--- src/hw/rtl/ctwd_pkg.sv ---
// Shared codes and widths of the crank trigger-wheel decoder.
package ctwd_pkg;

   localparam int IV_W      = 16;
   localparam int RATIO_W   = 23;
   localparam int DIVIDEND_W = 36;
   localparam int CSR_IDX_W = 3;

   localparam logic [6:0] PERCENT = 7'd100;

   localparam logic [1:0] OP_CRANK = 2'd0;
   localparam logic [1:0] OP_CAM   = 2'd1;
   localparam logic [1:0] OP_TICK  = 2'd2;

   localparam logic [1:0] MODE_INIT = 2'd0;
   localparam logic [1:0] MODE_KEY  = 2'd1;
   localparam logic [1:0] MODE_GAP  = 2'd2;
   localparam logic [1:0] MODE_SYNC = 2'd3;

   localparam logic [3:0] POS_A2   = 4'd1;
   localparam logic [3:0] POS_B1   = 4'd2;
   localparam logic [3:0] POS_D2   = 4'd7;
   localparam logic [3:0] POS_NONE = 4'd8;

   localparam logic [1:0] PH_NONE = 2'd0;
   localparam logic [1:0] PH_CYL1 = 2'd1;
   localparam logic [1:0] PH_CYL2 = 2'd2;

   localparam logic [CSR_IDX_W-1:0] CSR_RATIO_MIN = 3'd0;
   localparam logic [CSR_IDX_W-1:0] CSR_RATIO_MAX = 3'd1;
   localparam logic [CSR_IDX_W-1:0] CSR_NOISE     = 3'd2;
   localparam logic [CSR_IDX_W-1:0] CSR_TIMEOUT   = 3'd3;
   localparam logic [CSR_IDX_W-1:0] CSR_CAM_OPEN  = 3'd4;
   localparam logic [CSR_IDX_W-1:0] CSR_CAM_CLOSE = 3'd5;
   localparam logic [CSR_IDX_W-1:0] CSR_DIVIDEND  = 3'd6;
   localparam logic [CSR_IDX_W-1:0] CSR_PRESCALER = 3'd7;

endpackage

--- src/hw/rtl/ctwd_serial_div.sv ---
// Bit-serial restoring divider, one quotient bit per cycle.
module ctwd_serial_div #(
   parameter int NW = 36,
   parameter int DW = 37
) (
   input  logic          clock,
   input  logic          reset,
   input  logic          start,
   input  logic [NW-1:0] num,
   input  logic [DW-1:0] den,
   output logic          busy,
   output logic [NW-1:0] quo
);
   localparam int CW = $clog2(NW + 1);

   logic [DW-1:0] rem_ff, rem_in;
   logic [NW-1:0] quo_ff, quo_in;
   logic [DW-1:0] den_ff, den_in;
   logic [CW-1:0] cnt_ff, cnt_in;
   logic          busy_ff, busy_in;
   logic [DW:0]   trial;
   logic [DW:0]   diff;
   logic          fits;

   assign trial = {rem_ff, quo_ff[NW-1]};
   assign diff  = trial - {1'b0, den_ff};
   assign fits  = trial >= {1'b0, den_ff};

   always_comb begin
      rem_in  = rem_ff;
      quo_in  = quo_ff;
      den_in  = den_ff;
      cnt_in  = cnt_ff;
      busy_in = busy_ff;
      if (start) begin
         rem_in  = '0;
         quo_in  = num;
         den_in  = den;
         cnt_in  = CW'(NW);
         busy_in = 1'b1;
      end else if (busy_ff) begin
         // shift in one quotient bit, keep the restored remainder
         rem_in = fits ? diff[DW-1:0] : trial[DW-1:0];
         quo_in = {quo_ff[NW-2:0], fits};
         cnt_in = cnt_ff - 1'b1;
         if (cnt_ff == CW'(1)) begin
            busy_in = 1'b0;
         end
      end
   end

   always_ff @(posedge clock) begin
      if (reset) begin
         busy_ff <= 1'b0;
         cnt_ff  <= '0;
      end else begin
         busy_ff <= busy_in;
         cnt_ff  <= cnt_in;
      end
      rem_ff <= rem_in;
      quo_ff <= quo_in;
      den_ff <= den_in;
   end

   assign busy = busy_ff;
   assign quo  = quo_ff;

endmodule

--- src/hw/rtl/crank_trigger_wheel_decoder_unit.sv ---
// Top level of the crank trigger-wheel decoder with key/gap synchronisation.
//
//   channel | ports                                   | direction
//   --------+-----------------------------------------+----------
//   req     | req_valid, req_stall, opcode/edge/intvl  | in
//   rsp     | rsp_valid, rsp_stall, status fields      | out
//   csr     | csr_wr_en, csr_index, csr_data           | in
//
// An item is accepted only while the block is idle. Its result reaches the rsp
// ports through these states: PREP starts both dividers, DIV runs the 36
// bit-serial steps of the rpm divider (the key/gap ratio divider runs alongside
// in 23 steps and finishes first) until it sees both dividers idle, COMMIT
// commits, and OUT presents the result. Reset is synchronous; it restores the
// power-up register values. req_stall is high from acceptance until the result
// has been taken; the result holds on the rsp ports while rsp_stall is high.
module crank_trigger_wheel_decoder_unit #(
   parameter int KEY_BEGIN_RISING = 1,
   parameter int EDGES_PER_RPM    = 16
) (
   input  logic                           clock,
   input  logic                           reset,
   input  logic                           req_valid,
   output logic                           req_stall,
   input  logic [1:0]                     req_opcode,
   input  logic                           req_edge_rising,
   input  logic [ctwd_pkg::IV_W-1:0]      req_interval,
   output logic                           rsp_valid,
   input  logic                           rsp_stall,
   output logic [1:0]                     rsp_sync_mode,
   output logic [3:0]                     rsp_crank_position,
   output logic [1:0]                     rsp_phase,
   output logic [31:0]                    rsp_engine_rpm,
   output logic                           rsp_edge_taken,
   output logic                           rsp_output_trigger,
   output logic                           rsp_sync_lost,
   output logic                           rsp_phase_lost,
   input  logic                           csr_wr_en,
   input  logic [ctwd_pkg::CSR_IDX_W-1:0] csr_index,
   input  logic [ctwd_pkg::DIVIDEND_W-1:0] csr_data
);
   import ctwd_pkg::*;

   localparam int SUM_W  = IV_W + $clog2(EDGES_PER_RPM);
   localparam int CNT_W  = $clog2(EDGES_PER_RPM + 1);
   localparam int RDEN_W = 16 + SUM_W;
   localparam logic KEY_BEGIN = (KEY_BEGIN_RISING != 0);

   localparam logic [2:0] ST_IDLE   = 3'd0;
   localparam logic [2:0] ST_PREP   = 3'd1;
   localparam logic [2:0] ST_DIV    = 3'd2;
   localparam logic [2:0] ST_COMMIT = 3'd3;
   localparam logic [2:0] ST_OUT    = 3'd4;

   // configuration
   logic [15:0] ratio_min_ff, ratio_max_ff, noise_ff, presc_ff;
   logic [7:0]  timeout_ff;
   logic [2:0]  cam_open_ff, cam_close_ff;
   logic [DIVIDEND_W-1:0] dividend_ff;

   // sequencer and captured item
   logic [2:0]      st_ff, st_in;
   logic [1:0]      op_ff;
   logic            rise_ff;
   logic [IV_W-1:0] iv_ff;

   // decoder state
   logic [1:0]       mode_ff, mode_in;
   logic [3:0]       pos_ff, pos_in;
   logic [1:0]       phase_ff, phase_in;
   logic             sense_ff, sense_in;
   logic             armed_ff, armed_in;
   logic             run_ff, run_in;
   logic             camwin_ff, camwin_in;
   logic [IV_W-1:0]  key_ff, key_in;
   logic [SUM_W-1:0] sum_ff, sum_in;
   logic [CNT_W-1:0] cnt_ff, cnt_in;
   logic [31:0]      rpm_ff, rpm_in;
   logic [7:0]       ovf_ff, ovf_in;

   // result flags
   logic taken_ff, taken_in, trig_ff, trig_in;
   logic slost_ff, slost_in, plost_ff, plost_in;

   // dividers
   logic                  div_start;
   logic                  rdz_ff;
   logic [SUM_W-1:0]      sum_next;
   logic [RDEN_W-1:0]     rpm_den;
   logic [RATIO_W-1:0]    ratio_num;
   logic                  ratio_busy, rpm_busy;
   logic [RATIO_W-1:0]    ratio_q;
   logic [DIVIDEND_W-1:0] rpm_q;
   logic                  ratio_ok;
   logic                  accept;

   assign accept    = req_valid && !req_stall;
   assign req_stall = (st_ff != ST_IDLE);
   assign div_start = (st_ff == ST_PREP);

   // ratio always compares the stored key with this interval as gap
   assign sum_next  = sum_ff + SUM_W'(iv_ff);
   assign rpm_den   = RDEN_W'(presc_ff) * RDEN_W'(sum_next);
   assign ratio_num = RATIO_W'(key_ff) * RATIO_W'(PERCENT);

   ctwd_serial_div #(.NW(RATIO_W), .DW(IV_W)) u_ratio_div (
      .clock (clock),
      .reset (reset),
      .start (div_start),
      .num   (ratio_num),
      .den   (iv_ff),
      .busy  (ratio_busy),
      .quo   (ratio_q)
   );

   ctwd_serial_div #(.NW(DIVIDEND_W), .DW(RDEN_W)) u_rpm_div (
      .clock (clock),
      .reset (reset),
      .start (div_start),
      .num   (dividend_ff),
      .den   (rpm_den),
      .busy  (rpm_busy),
      .quo   (rpm_q)
   );

   assign ratio_ok = (iv_ff != '0)
                  && (ratio_q >= RATIO_W'(ratio_min_ff))
                  && (ratio_q <= RATIO_W'(ratio_max_ff));

   always_comb begin
      st_in = st_ff;
      unique case (st_ff)
         ST_IDLE:   if (accept) begin st_in = ST_PREP; end
         ST_PREP:   st_in = ST_DIV;
         ST_DIV:    if (!ratio_busy && !rpm_busy) begin st_in = ST_COMMIT; end
         ST_COMMIT: st_in = ST_OUT;
         ST_OUT:    if (!rsp_stall) begin st_in = ST_IDLE; end
         default:   st_in = ST_IDLE;
      endcase
   end

   // apply one item to the decoder state
   always_comb begin
      logic arm;
      logic [3:0] pos_t;
      logic [1:0] phase_t;
      logic cam_t;
      logic [CNT_W-1:0] cnt_t;

      mode_in  = mode_ff;
      pos_in   = pos_ff;
      phase_in = phase_ff;
      sense_in = sense_ff;
      armed_in = armed_ff;
      run_in   = run_ff;
      camwin_in = camwin_ff;
      key_in   = key_ff;
      sum_in   = sum_ff;
      cnt_in   = cnt_ff;
      rpm_in   = rpm_ff;
      ovf_in   = ovf_ff;
      taken_in = 1'b0;
      trig_in  = 1'b0;
      slost_in = 1'b0;
      plost_in = 1'b0;
      arm      = armed_ff || (run_ff && (iv_ff >= noise_ff));
      pos_t    = pos_ff;
      phase_t  = phase_ff;
      cam_t    = camwin_ff;
      cnt_t    = cnt_ff + 1'b1;

      if (st_ff == ST_COMMIT) begin
         unique case (op_ff)
            OP_CRANK: begin
               armed_in = arm;
               if ((rise_ff == sense_ff) && arm) begin
                  taken_in = 1'b1;
                  unique case (mode_ff)
                     MODE_INIT: begin
                        run_in   = 1'b1;
                        sense_in = !KEY_BEGIN;
                        mode_in  = MODE_KEY;
                        pos_in   = POS_NONE;
                        phase_in = PH_NONE;
                        sum_in   = '0;
                        cnt_in   = '0;
                     end
                     MODE_KEY: begin
                        key_in   = iv_ff;
                        sense_in = KEY_BEGIN;
                        mode_in  = MODE_GAP;
                        pos_in   = POS_NONE;
                     end
                     MODE_GAP: begin
                        sense_in = !KEY_BEGIN;
                        if (ratio_ok) begin
                           mode_in  = MODE_SYNC;
                           pos_in   = POS_B1;
                           phase_in = PH_NONE;
                           sum_in   = '0;
                           cnt_in   = '0;
                           rpm_in   = '0;
                        end else begin
                           mode_in = MODE_KEY;
                           pos_in  = POS_NONE;
                        end
                     end
                     default: begin
                        trig_in  = 1'b1;
                        pos_t    = (pos_ff >= POS_D2) ? 4'd0 : pos_ff + 4'd1;
                        sense_in = !sense_ff;
                        // rpm over the last group of synced edges
                        if (cnt_t >= CNT_W'(EDGES_PER_RPM)) begin
                           if (rdz_ff) begin
                              rpm_in = '0;
                           end else if (|rpm_q[DIVIDEND_W-1:32]) begin
                              rpm_in = '1;
                           end else begin
                              rpm_in = rpm_q[31:0];
                           end
                           sum_in = '0;
                           cnt_in = '0;
                        end else begin
                           sum_in = sum_next;
                           cnt_in = cnt_t;
                        end
                        // recheck the key/gap ratio once per revolution
                        if (pos_t == POS_A2) begin
                           key_in = iv_ff;
                        end else if (pos_t == POS_B1 && !ratio_ok) begin
                           pos_t    = POS_NONE;
                           mode_in  = MODE_KEY;
                           sense_in = KEY_BEGIN;
                           phase_t  = PH_NONE;
                           cam_t    = 1'b0;
                           slost_in = 1'b1;
                        end
                        // cam window; opening wins when both match
                        if (pos_t == {1'b0, cam_open_ff}) begin
                           cam_t = 1'b1;
                        end else if (pos_t == {1'b0, cam_close_ff}) begin
                           cam_t = 1'b0;
                           if (phase_t == PH_CYL1) begin
                              phase_t = PH_CYL2;
                           end else if (phase_t == PH_CYL2) begin
                              phase_t  = PH_NONE;
                              plost_in = 1'b1;
                           end
                        end
                        pos_in    = pos_t;
                        phase_in  = phase_t;
                        camwin_in = cam_t;
                     end
                  endcase
                  ovf_in   = '0;
                  armed_in = 1'b0;
               end
            end
            OP_CAM: begin
               if (camwin_ff) begin
                  if (phase_ff == PH_CYL1) begin
                     phase_in = PH_NONE;
                     plost_in = 1'b1;
                  end else begin
                     phase_in = PH_CYL1;
                  end
                  camwin_in = 1'b0;
               end
            end
            OP_TICK: begin
               if (run_ff) begin
                  armed_in = 1'b1;
                  if (ovf_ff >= timeout_ff) begin
                     // timeout: drop back to init
                     mode_in   = MODE_INIT;
                     pos_in    = POS_NONE;
                     sum_in    = '0;
                     cnt_in    = '0;
                     rpm_in    = '0;
                     trig_in   = 1'b1;
                     run_in    = 1'b0;
                     sense_in  = KEY_BEGIN;
                     camwin_in = 1'b0;
                     phase_in  = PH_NONE;
                  end else if (ovf_ff != 8'hFF) begin
                     ovf_in = ovf_ff + 8'd1;
                  end
               end
            end
            default: begin
            end
         endcase
      end
   end

   always_ff @(posedge clock) begin
      if (reset) begin
         st_ff        <= ST_IDLE;
         ratio_min_ff <= 16'd50;
         ratio_max_ff <= 16'd150;
         noise_ff     <= 16'd100;
         timeout_ff   <= 8'd20;
         cam_open_ff  <= 3'd0;
         cam_close_ff <= 3'd4;
         dividend_ff  <= 36'd20160000000;
         presc_ff     <= 16'd1;
         mode_ff      <= MODE_INIT;
         pos_ff       <= POS_NONE;
         phase_ff     <= PH_NONE;
         sense_ff     <= KEY_BEGIN;
         armed_ff     <= 1'b1;
         run_ff       <= 1'b0;
         camwin_ff    <= 1'b0;
         key_ff       <= '0;
         sum_ff       <= '0;
         cnt_ff       <= '0;
         rpm_ff       <= '0;
         ovf_ff       <= '0;
         taken_ff     <= 1'b0;
         trig_ff      <= 1'b0;
         slost_ff     <= 1'b0;
         plost_ff     <= 1'b0;
      end else begin
         st_ff     <= st_in;
         mode_ff   <= mode_in;
         pos_ff    <= pos_in;
         phase_ff  <= phase_in;
         sense_ff  <= sense_in;
         armed_ff  <= armed_in;
         run_ff    <= run_in;
         camwin_ff <= camwin_in;
         key_ff    <= key_in;
         sum_ff    <= sum_in;
         cnt_ff    <= cnt_in;
         rpm_ff    <= rpm_in;
         ovf_ff    <= ovf_in;
         if (st_ff == ST_COMMIT) begin
            taken_ff <= taken_in;
            trig_ff  <= trig_in;
            slost_ff <= slost_in;
            plost_ff <= plost_in;
         end
         if (csr_wr_en) begin
            unique case (csr_index)
               CSR_RATIO_MIN: ratio_min_ff <= csr_data[15:0];
               CSR_RATIO_MAX: ratio_max_ff <= csr_data[15:0];
               CSR_NOISE:     noise_ff     <= csr_data[15:0];
               CSR_TIMEOUT:   timeout_ff   <= csr_data[7:0];
               CSR_CAM_OPEN:  cam_open_ff  <= csr_data[2:0];
               CSR_CAM_CLOSE: cam_close_ff <= csr_data[2:0];
               CSR_DIVIDEND:  dividend_ff  <= csr_data;
               CSR_PRESCALER: presc_ff     <= csr_data[15:0];
               default: begin
               end
            endcase
         end
      end
      if (accept) begin
         op_ff   <= req_opcode;
         rise_ff <= req_edge_rising;
         iv_ff   <= req_interval;
      end
      if (div_start) begin
         rdz_ff <= (rpm_den == '0);
      end
   end

   assign rsp_valid          = (st_ff == ST_OUT);
   assign rsp_sync_mode      = mode_ff;
   assign rsp_crank_position = pos_ff;
   assign rsp_phase          = phase_ff;
   assign rsp_engine_rpm     = rpm_ff;
   assign rsp_edge_taken     = taken_ff;
   assign rsp_output_trigger = trig_ff;
   assign rsp_sync_lost      = slost_ff;
   assign rsp_phase_lost     = plost_ff;

endmodule
--- config.mk ---
export PLATFORM = sky130hd
export DESIGN_NAME = crank_trigger_wheel_decoder_unit
export DESIGN_NICKNAME = d
export VERILOG_FILES = /design/src/hw/rtl/ctwd_pkg.sv /design/src/hw/rtl/ctwd_serial_div.sv /design/src/hw/rtl/crank_trigger_wheel_decoder_unit.sv
export SDC_FILE = /design/constraint.sdc
export NUM_CORES = 2
export LEC_CHECK = 0
export ABC_CLOCK_PERIOD_IN_PS = 11140
export BUFFER_PORTS_ARGS = -buffer_cell sky130_fd_sc_hd__buf_2
export CAP_MARGIN = 20
export CORE_ASPECT_RATIO = 2
export CORE_MARGIN = 1
export CORE_UTILIZATION = 25
export DETAILED_ROUTE_END_ITERATION = 12
export SLEW_MARGIN = 15
export SYNTH_ARGS = -nofsm -noshare
export SYNTH_HDL_FRONTEND = slang
export SYNTH_SLANG_ARGS = --single-unit
--- constraint.sdc ---
create_clock -name clock -period 11.14 [get_ports clock]
set_clock_uncertainty 0.15 [all_clocks]
set_input_delay 1.671 -clock clock [delete_from_list [all_inputs] [get_ports clock]]
set_output_delay 1.671 -clock clock [all_outputs]
set_load 0.05 [all_outputs]
After elaboration in Yosys (flattened, before gate mapping)
Index checks and enable logic that the tools add are counted.
{"block": "word_totals", "ff_bits": 410, "latch_bits": 0, "ramBits": 0, "romBits": 0, "output_inout_bits": 46, "elab_cells": 287, "memories": 0}
{"block": "classes", "addsub": 8, "multipliers": 2, "n_div": 0, "n_lt_le_gt_ge": 8, "eq_ne": 45, "shifts": 0, "mux": 132, "bitwise_logic": 1, "reduce_logical": 49}
{"operator": "$mux 32", "count": 7}
{"operator": "$pmux 32 s2", "count": 2}
{"operator": "$mux 36", "count": 3}
{"operator": "$mux 20", "count": 5}
{"operator": "$pmux 20 s3", "count": 1}
{"operator": "$mux 23", "count": 2}
{"operator": "$mux 1", "count": 45}
{"operator": "$mux 4", "count": 11}
{"operator": "$pmux 20 s2", "count": 1}
{"operator": "$mux 2", "count": 19}
{"operator": "$ge 37x36->1", "count": 1}
{"operator": "$logic_not 36->1", "count": 1}
{"operator": "$mul 16x20->36", "count": 1}
{"operator": "$sub 36x36->36", "count": 1}
{"operator": "$mux 5", "count": 7}
{"operator": "$mux 16", "count": 2}
{"operator": "$mux 8", "count": 4}
{"operator": "$pmux 16 s2", "count": 1}
{"operator": "$ne 2x2->1 const B", "count": 13}
{"operator": "$reduce_and 8->1", "count": 3}
{"operator": "$ge 23x16->1", "count": 1}
{"operator": "$le 23x16->1", "count": 1}
{"operator": "$mul 16x5->21 const B", "count": 1}
{"operator": "$add 20x16->20", "count": 1}
{"operator": "55 further kinds", "count": 111}

Longest topological paths before layout
{"block": "logic_depth", "depth_word": 19, "ltp_mapped": 36, "mapped_depth_nobuf": 34}

Cells and area by module
From an unflattened synthesis, not the netlist that was laid out.
{"block": "unflattened", "hier_cells": 3737, "hier_area_um2": 33459.6}
{"module": "crank_trigger_wheel_decoder_unit", "instances": 1, "cells_per_inst": 2782, "area_each_um2": 23532.6, "seq_area_each_um2": 4884.7}
{"module": "ctwd_serial_div at u_rpm_div", "instances": 1, "cells_per_inst": 648, "area_each_um2": 6598.8, "seq_area_each_um2": 3022.9}
{"module": "ctwd_serial_div at u_ratio_div", "instances": 1, "cells_per_inst": 307, "area_each_um2": 3328.2, "seq_area_each_um2": 1611.5}

Least setup slack after synthesis
Ideal clock, no wire load.
{"block": "synth_path", "path_kind": "register -> register", "startpoint": "reg iv_ff[0]", "endpoint": "reg rdz_ff (data pin)", "setup_time_ns": 0.168, "arrival_time_ns": 8.837, "slack_ns": 1.985, "path_stages_with_launch": 35, "path_buffers": 2, "synth_period_minus_slack_ns": 9.155, "cell_sequence": "edfxtp_1 -> ha_1 -> inv_1 -> fa_1 -> nor2b_1 -> o21ai_0 -> a21boi_0 -> o21ai_0 -> a21oi_1 -> a21oi_1 -> o21ai_0 -> and3_1 -> xor2_1 -> clkbuf_1 -> nand2_1 -> fa_1 -> fa_1 -> inv_1 -> fa_1 -> fa_1 -> fa_1 -> inv_1 -> fa_1 -> inv_1 -> ha_1 -> clkbuf_1 -> a21oi_1 -> or4_1 -> nand2_1 -> a31oi_2 -> xnor2_1 -> or4_1 -> a311o_1 -> or4b_4 -> nor4b_4"}
{"block": "synth_via", "elab_chain_cells": 3}
{"item": "start: declaration", "line_no": "crank_trigger_wheel_decoder_unit.sv:64", "source": "logic [IV_W-1:0] iv_ff;"}
{"item": "start signal: assignment", "line_no": "crank_trigger_wheel_decoder_unit.sv:360", "source": "iv_ff <= req_interval;"}
{"item": "$add 20x16->20", "line_no": "crank_trigger_wheel_decoder_unit.sv:101", "source": "assign sum_next = sum_ff + SUM_W'(iv_ff);"}
{"item": "$mul 16x20->36", "line_no": "crank_trigger_wheel_decoder_unit.sv:102", "source": "assign rpm_den = RDEN_W'(presc_ff) * RDEN_W'(sum_next);"}
{"item": "net rpm_den[25]", "line_no": "crank_trigger_wheel_decoder_unit.sv:88", "source": "logic [RDEN_W-1:0] rpm_den;"}
{"item": "$logic_not 36->1", "line_no": "crank_trigger_wheel_decoder_unit.sv:363", "source": "rdz_ff <= (rpm_den == '0);"}
{"item": "end signal: assignment", "line_no": "crank_trigger_wheel_decoder_unit.sv:363"}
{"item": "end: declaration", "line_no": "crank_trigger_wheel_decoder_unit.sv:86", "source": "logic rdz_ff;"}
The timed path passes the listed nets, and every way through them passes these cells.
A chain may end at the register's enable or synchronous reset.

Final worst setup path
{"block": "layout_path", "startpoint": "reg iv_ff[0]", "endpoint": "reg rdz_ff (data pin)"}
{"block": "layout_via", "elab_chain_cells": 3}
{"item": "$add 20x16->20", "line_no": "crank_trigger_wheel_decoder_unit.sv:101"}
{"item": "$mul 16x20->36", "line_no": "crank_trigger_wheel_decoder_unit.sv:102"}
{"item": "$logic_not 36->1", "line_no": "crank_trigger_wheel_decoder_unit.sv:363"}
Every way passes these cells.

==> results.yml <==
grt:
  overflow: 0
  grt_start_max_net_pins: 77
  grt_pass1_vias: 27900
  track_usage: 0.146
  grt_pass1_wl_mm: 152
  antenna_found_initial: 8
cts:
  htreeDepth: 2
  numCtsBuffers: 39
  cts_tree: "built"
  cts_hold_buf: 0
  cts_root_buf: "clkbuf_16"
  cts.clk_slew.worst_paths_ns: 0.07
  clock_sinks: 410
  insertion_delay_ns: 0.59
  cts_buffer_depth: 3
  postCtsSetupRepairBufs: 0
  post_cts_resized: 0
logic_synthesis:
  synthDistinctLibCells: 76
  ys_seq_elements: 410
  synth_top_flop_cell: "dfxtp_1"
  yosysWarnings: 0
  synth_nets: 4405
  synth_cells: 3778
  ys_seq_area_frac: 0.288
  postSynthAreaPerCell_um2: 8.72
  synthArstFlopShare: 0
  syn_area_mm2: 0.0329
  synth_edf_count: 129
power:
  combPwrFrac: 0.368
  seq_power_share: 0.366
  p_sw_w: 0.00203
  p_int_w: 0.00330
  power_density_mw_per_mm2: 145
  clkPwrFrac: 0.266
  ir_drop_mv: 0.0970
  p_sw_frac: 0.381
  p_leak_nw: 16.4
floorplanning:
  die_x_um: 259
  core_area_mm2: 0.131
  rows: 188
  pin_count: 109
  die_y_um: 515
  initial_core_util: 0.251
  fp.dieArea_mm2: 0.133
outcome:
  status: "finished, final reports clean"
timing:
  rsz0062_at_grt: "no"
  whs_ns: 0.306
  worstMarginPinSlew_ns: 1.02
  post-route-period-util: 0.906
  period_needed_ns: 10.10
  setup_violations: 0
  finalHoldViolCount: 0
  relSlewSlack: 0.319
  finalMaxSlewViolations: 0
  fin_setup_tns_ns: 0
  fmax_ghz: 0.0990
setup_path:
  startpoint_type: "flip-flop"
  crit_slowest_cell: "fa_1"
  cp_common_cell: "fa_1"
  slowest_delay_ns: 0.54
  cp.required_ns: 11.41
  arrival_ns: 10.37
  endpoint_kind: "flip-flop"
  reg2reg_from: "iv_ff[0]"
  crit_path_max_fanout: 17
  setup.worst_path.start: "iv_ff[0]"
  crit_type: "reg -> reg"
finish:
  stdcell_count: 5550
  multiInputGateArea_mm2: 0.0210
  layout-drive-gt1-share: 0.0685
  ff_latch_area_mm2: 0.00950
  syn2layout_area_growth_pct: 11.5
  fillerInstances: 13900
  fin_util: 0.280
  nets: 4436
job:
  drv_cap: 0
placement:
  routabilityCongestion: 0.889
  port_buffers: 108
  dp_hpwl_mm: 76.2
  dp_cells: 5478
detailed_routing:
  vias: 26600
  drc: 0
  routed_wl_mm: 97.8
  vias_per_cell: 4.79
  wire_per_inst_um: 17.6
  drtIter0Drc: 1467
  detail-route-antenna-nets: 0
  dr.pass1.iters: 6
hold_path:
  holdCritStartpoint: "ratio_max_ff[10]"
  min_path_type: "reg -> reg"
## per-stage QoR
| stage | power, W | worst slack (ns) | cell area, um2 |
|---|---|---|---|
| 2_1_floorplan | 0.00338 | 1.98 | 32900 |
| 3_3_place_gp | 0.00389 | 1.30 | 35400 |
| 3_5_place_dp | 0.00393 | 1.18 | 35400 |
| 4_1_cts | 0.00536 | 1.14 | 36700 |
| 5_1_grt | 0.00564 | 0.560 | 36700 |
| 6_report | 0.00532 | 1.04 | 36700 |
## power groups by stage
stage	combinational, W	clock [W]	sequential [W]
detailed placement	0.00195	0	0.00198
finish	0.00196	0.00141	0.00195
global route	0.00218	0.00150	0.00197
floorplan	0.00146	0	0.00192
CTS	0.00196	0.00145	0.00195
global placement	0.00191	0	0.00198
## logic make-up (layout without fill, tap and decap cells)
group | after synthesis | in the layout | share of synthesized area
DFF | 410 | 410 | 0.288
adders and majority gates | 564 | 564 | 0.274
AOI/OAI and AO/OA | 673 | 673 | 0.127
other | 0 | 1 | 0
xor gates and xnor gates | 115 | 115 | 0.0306
muxes | 66 | 66 | 0.0201
buffers and inverters | 663 | 724 | 0.0756
and+or+nand+nor | 1287 | 1287 | 0.183
## worst max-delay path, delay by kind of cell, from the launching register on
family / cells / cell delay [ns]
compound gates: 12 / 3.26
xor+xnor: 1 / 0.14
fa+ha+maj: 9 / 4.02
buf+inv: 7 / 0.59
flops: 1 / 0.43
simple gates: 6 / 1.33
## synth_stat cells, types with 6 or more instances
library cell / n / area share
a21o_1: 41 / 0.0093
inv_1: 489 / 0.056
a211o_1: 7 / 0.0019
a21boi_0: 7 / 0.0016
and2_1: 157 / 0.030
fa_1: 264 / 0.16
edfxtp_1: 129 / 0.12
clkbuf_1: 165 / 0.019
xor2_1: 45 / 0.012
o2bb2ai_1: 34 / 0.0090
mux2i_1: 65 / 0.020
a31oi_1: 17 / 0.0032
o21bai_1: 13 / 0.0030
nand2_1: 608 / 0.069
dfxtp_1: 281 / 0.17
a41oi_1: 6 / 0.0016
o211ai_1: 21 / 0.0048
nor4_1: 16 / 0.0030
o22ai_1: 12 / 0.0023
nor3_1: 61 / 0.0093
xnor2_1: 70 / 0.019
or3_1: 16 / 0.0030
o31ai_1: 14 / 0.0032
nor2b_1: 37 / 0.0070
a21oi_1: 270 / 0.041
nand2b_1: 38 / 0.0072
o2111ai_1: 6 / 0.0016
o21a_1: 16 / 0.0036
nand4_1: 28 / 0.0053
or2_2: 6 / 0.0011
and3_1: 24 / 0.0046
or4_1: 12 / 0.0027
buf_1: 6 / 0.00068
ha_1: 300 / 0.11
nor2_1: 164 / 0.019
a211oi_1: 23 / 0.0052
nor3b_1: 9 / 0.0021
nand3_1: 87 / 0.013
o21ai_0: 125 / 0.019
nand4b_1: 7 / 0.0019
## flip-flops by register name, indices dropped and copies added, names as in the netlist, 20 cells and up
name and flops:
dividend_ff 36, sum_ff 20, u_rpm_div.rem_ff 36, rsp_engine_rpm 32, u_rpm_div.den_ff 36, u_ratio_div.quo 23
u_rpm_div.quo 36
## per-layer routing
| metal | share of wire | vias up | wire [um] | GRT usage |
|---|---|---|---|---|
| met1 | 0.35 | 13100 | 34700 | 0.142 |
| met4 | 0.061 | 0 | 5930 | 0.0866 |
| li1 | - | 12600 | - | - |
| met2 | 0.56 | 631 | 54400 | 0.294 |
| met5 | 0 | - | 0 | 0 |
| met3 | 0.028 | 262 | 2780 | 0.0104 |
## final timing paths
| kind | slack [ns] | end | cells past startpoint |
|---|---|---|---|
| max | 1.04 | rdz_ff | 35 |
| min reg2reg | 0.31 | ratio_max_ff[10] | 2 |
| max reg2reg | 1.04 | rdz_ff | 35 |
| min | 0.31 | ratio_max_ff[10] | 2 |
## area by class of cell
| class | count | share of cell area |
|---|---|---|
| Multi-Input combinational cell | 2705 | 0.572 |
| Sequential cell | 410 | 0.259 |
| Antenna cell | 1 | 0.0000681 |
| Clock inverter | 21 | 0.00552 |
| Tap cell | 1710 | 0.0583 |
| Timing Repair Buffer | 162 | 0.0259 |
| Clock buffer | 50 | 0.0297 |
| Inverter | 491 | 0.0503 |
## placed cells by master, fill, tap and decap left out, types with 87 or more instances in the layout
cell      Yosys  routed
nor2_1      164     162
and2_1      157     157
o21ai_0     125     125
fa_1        264     264
edfxtp_1    129     129
nand2_1     608     608
nand3_1      87      87
buf_2         1     107
inv_1       489     489
ha_1        300     300
a21oi_1     270     269
dfxtp_1     281     280
Power figures use the tool's default switching activity.
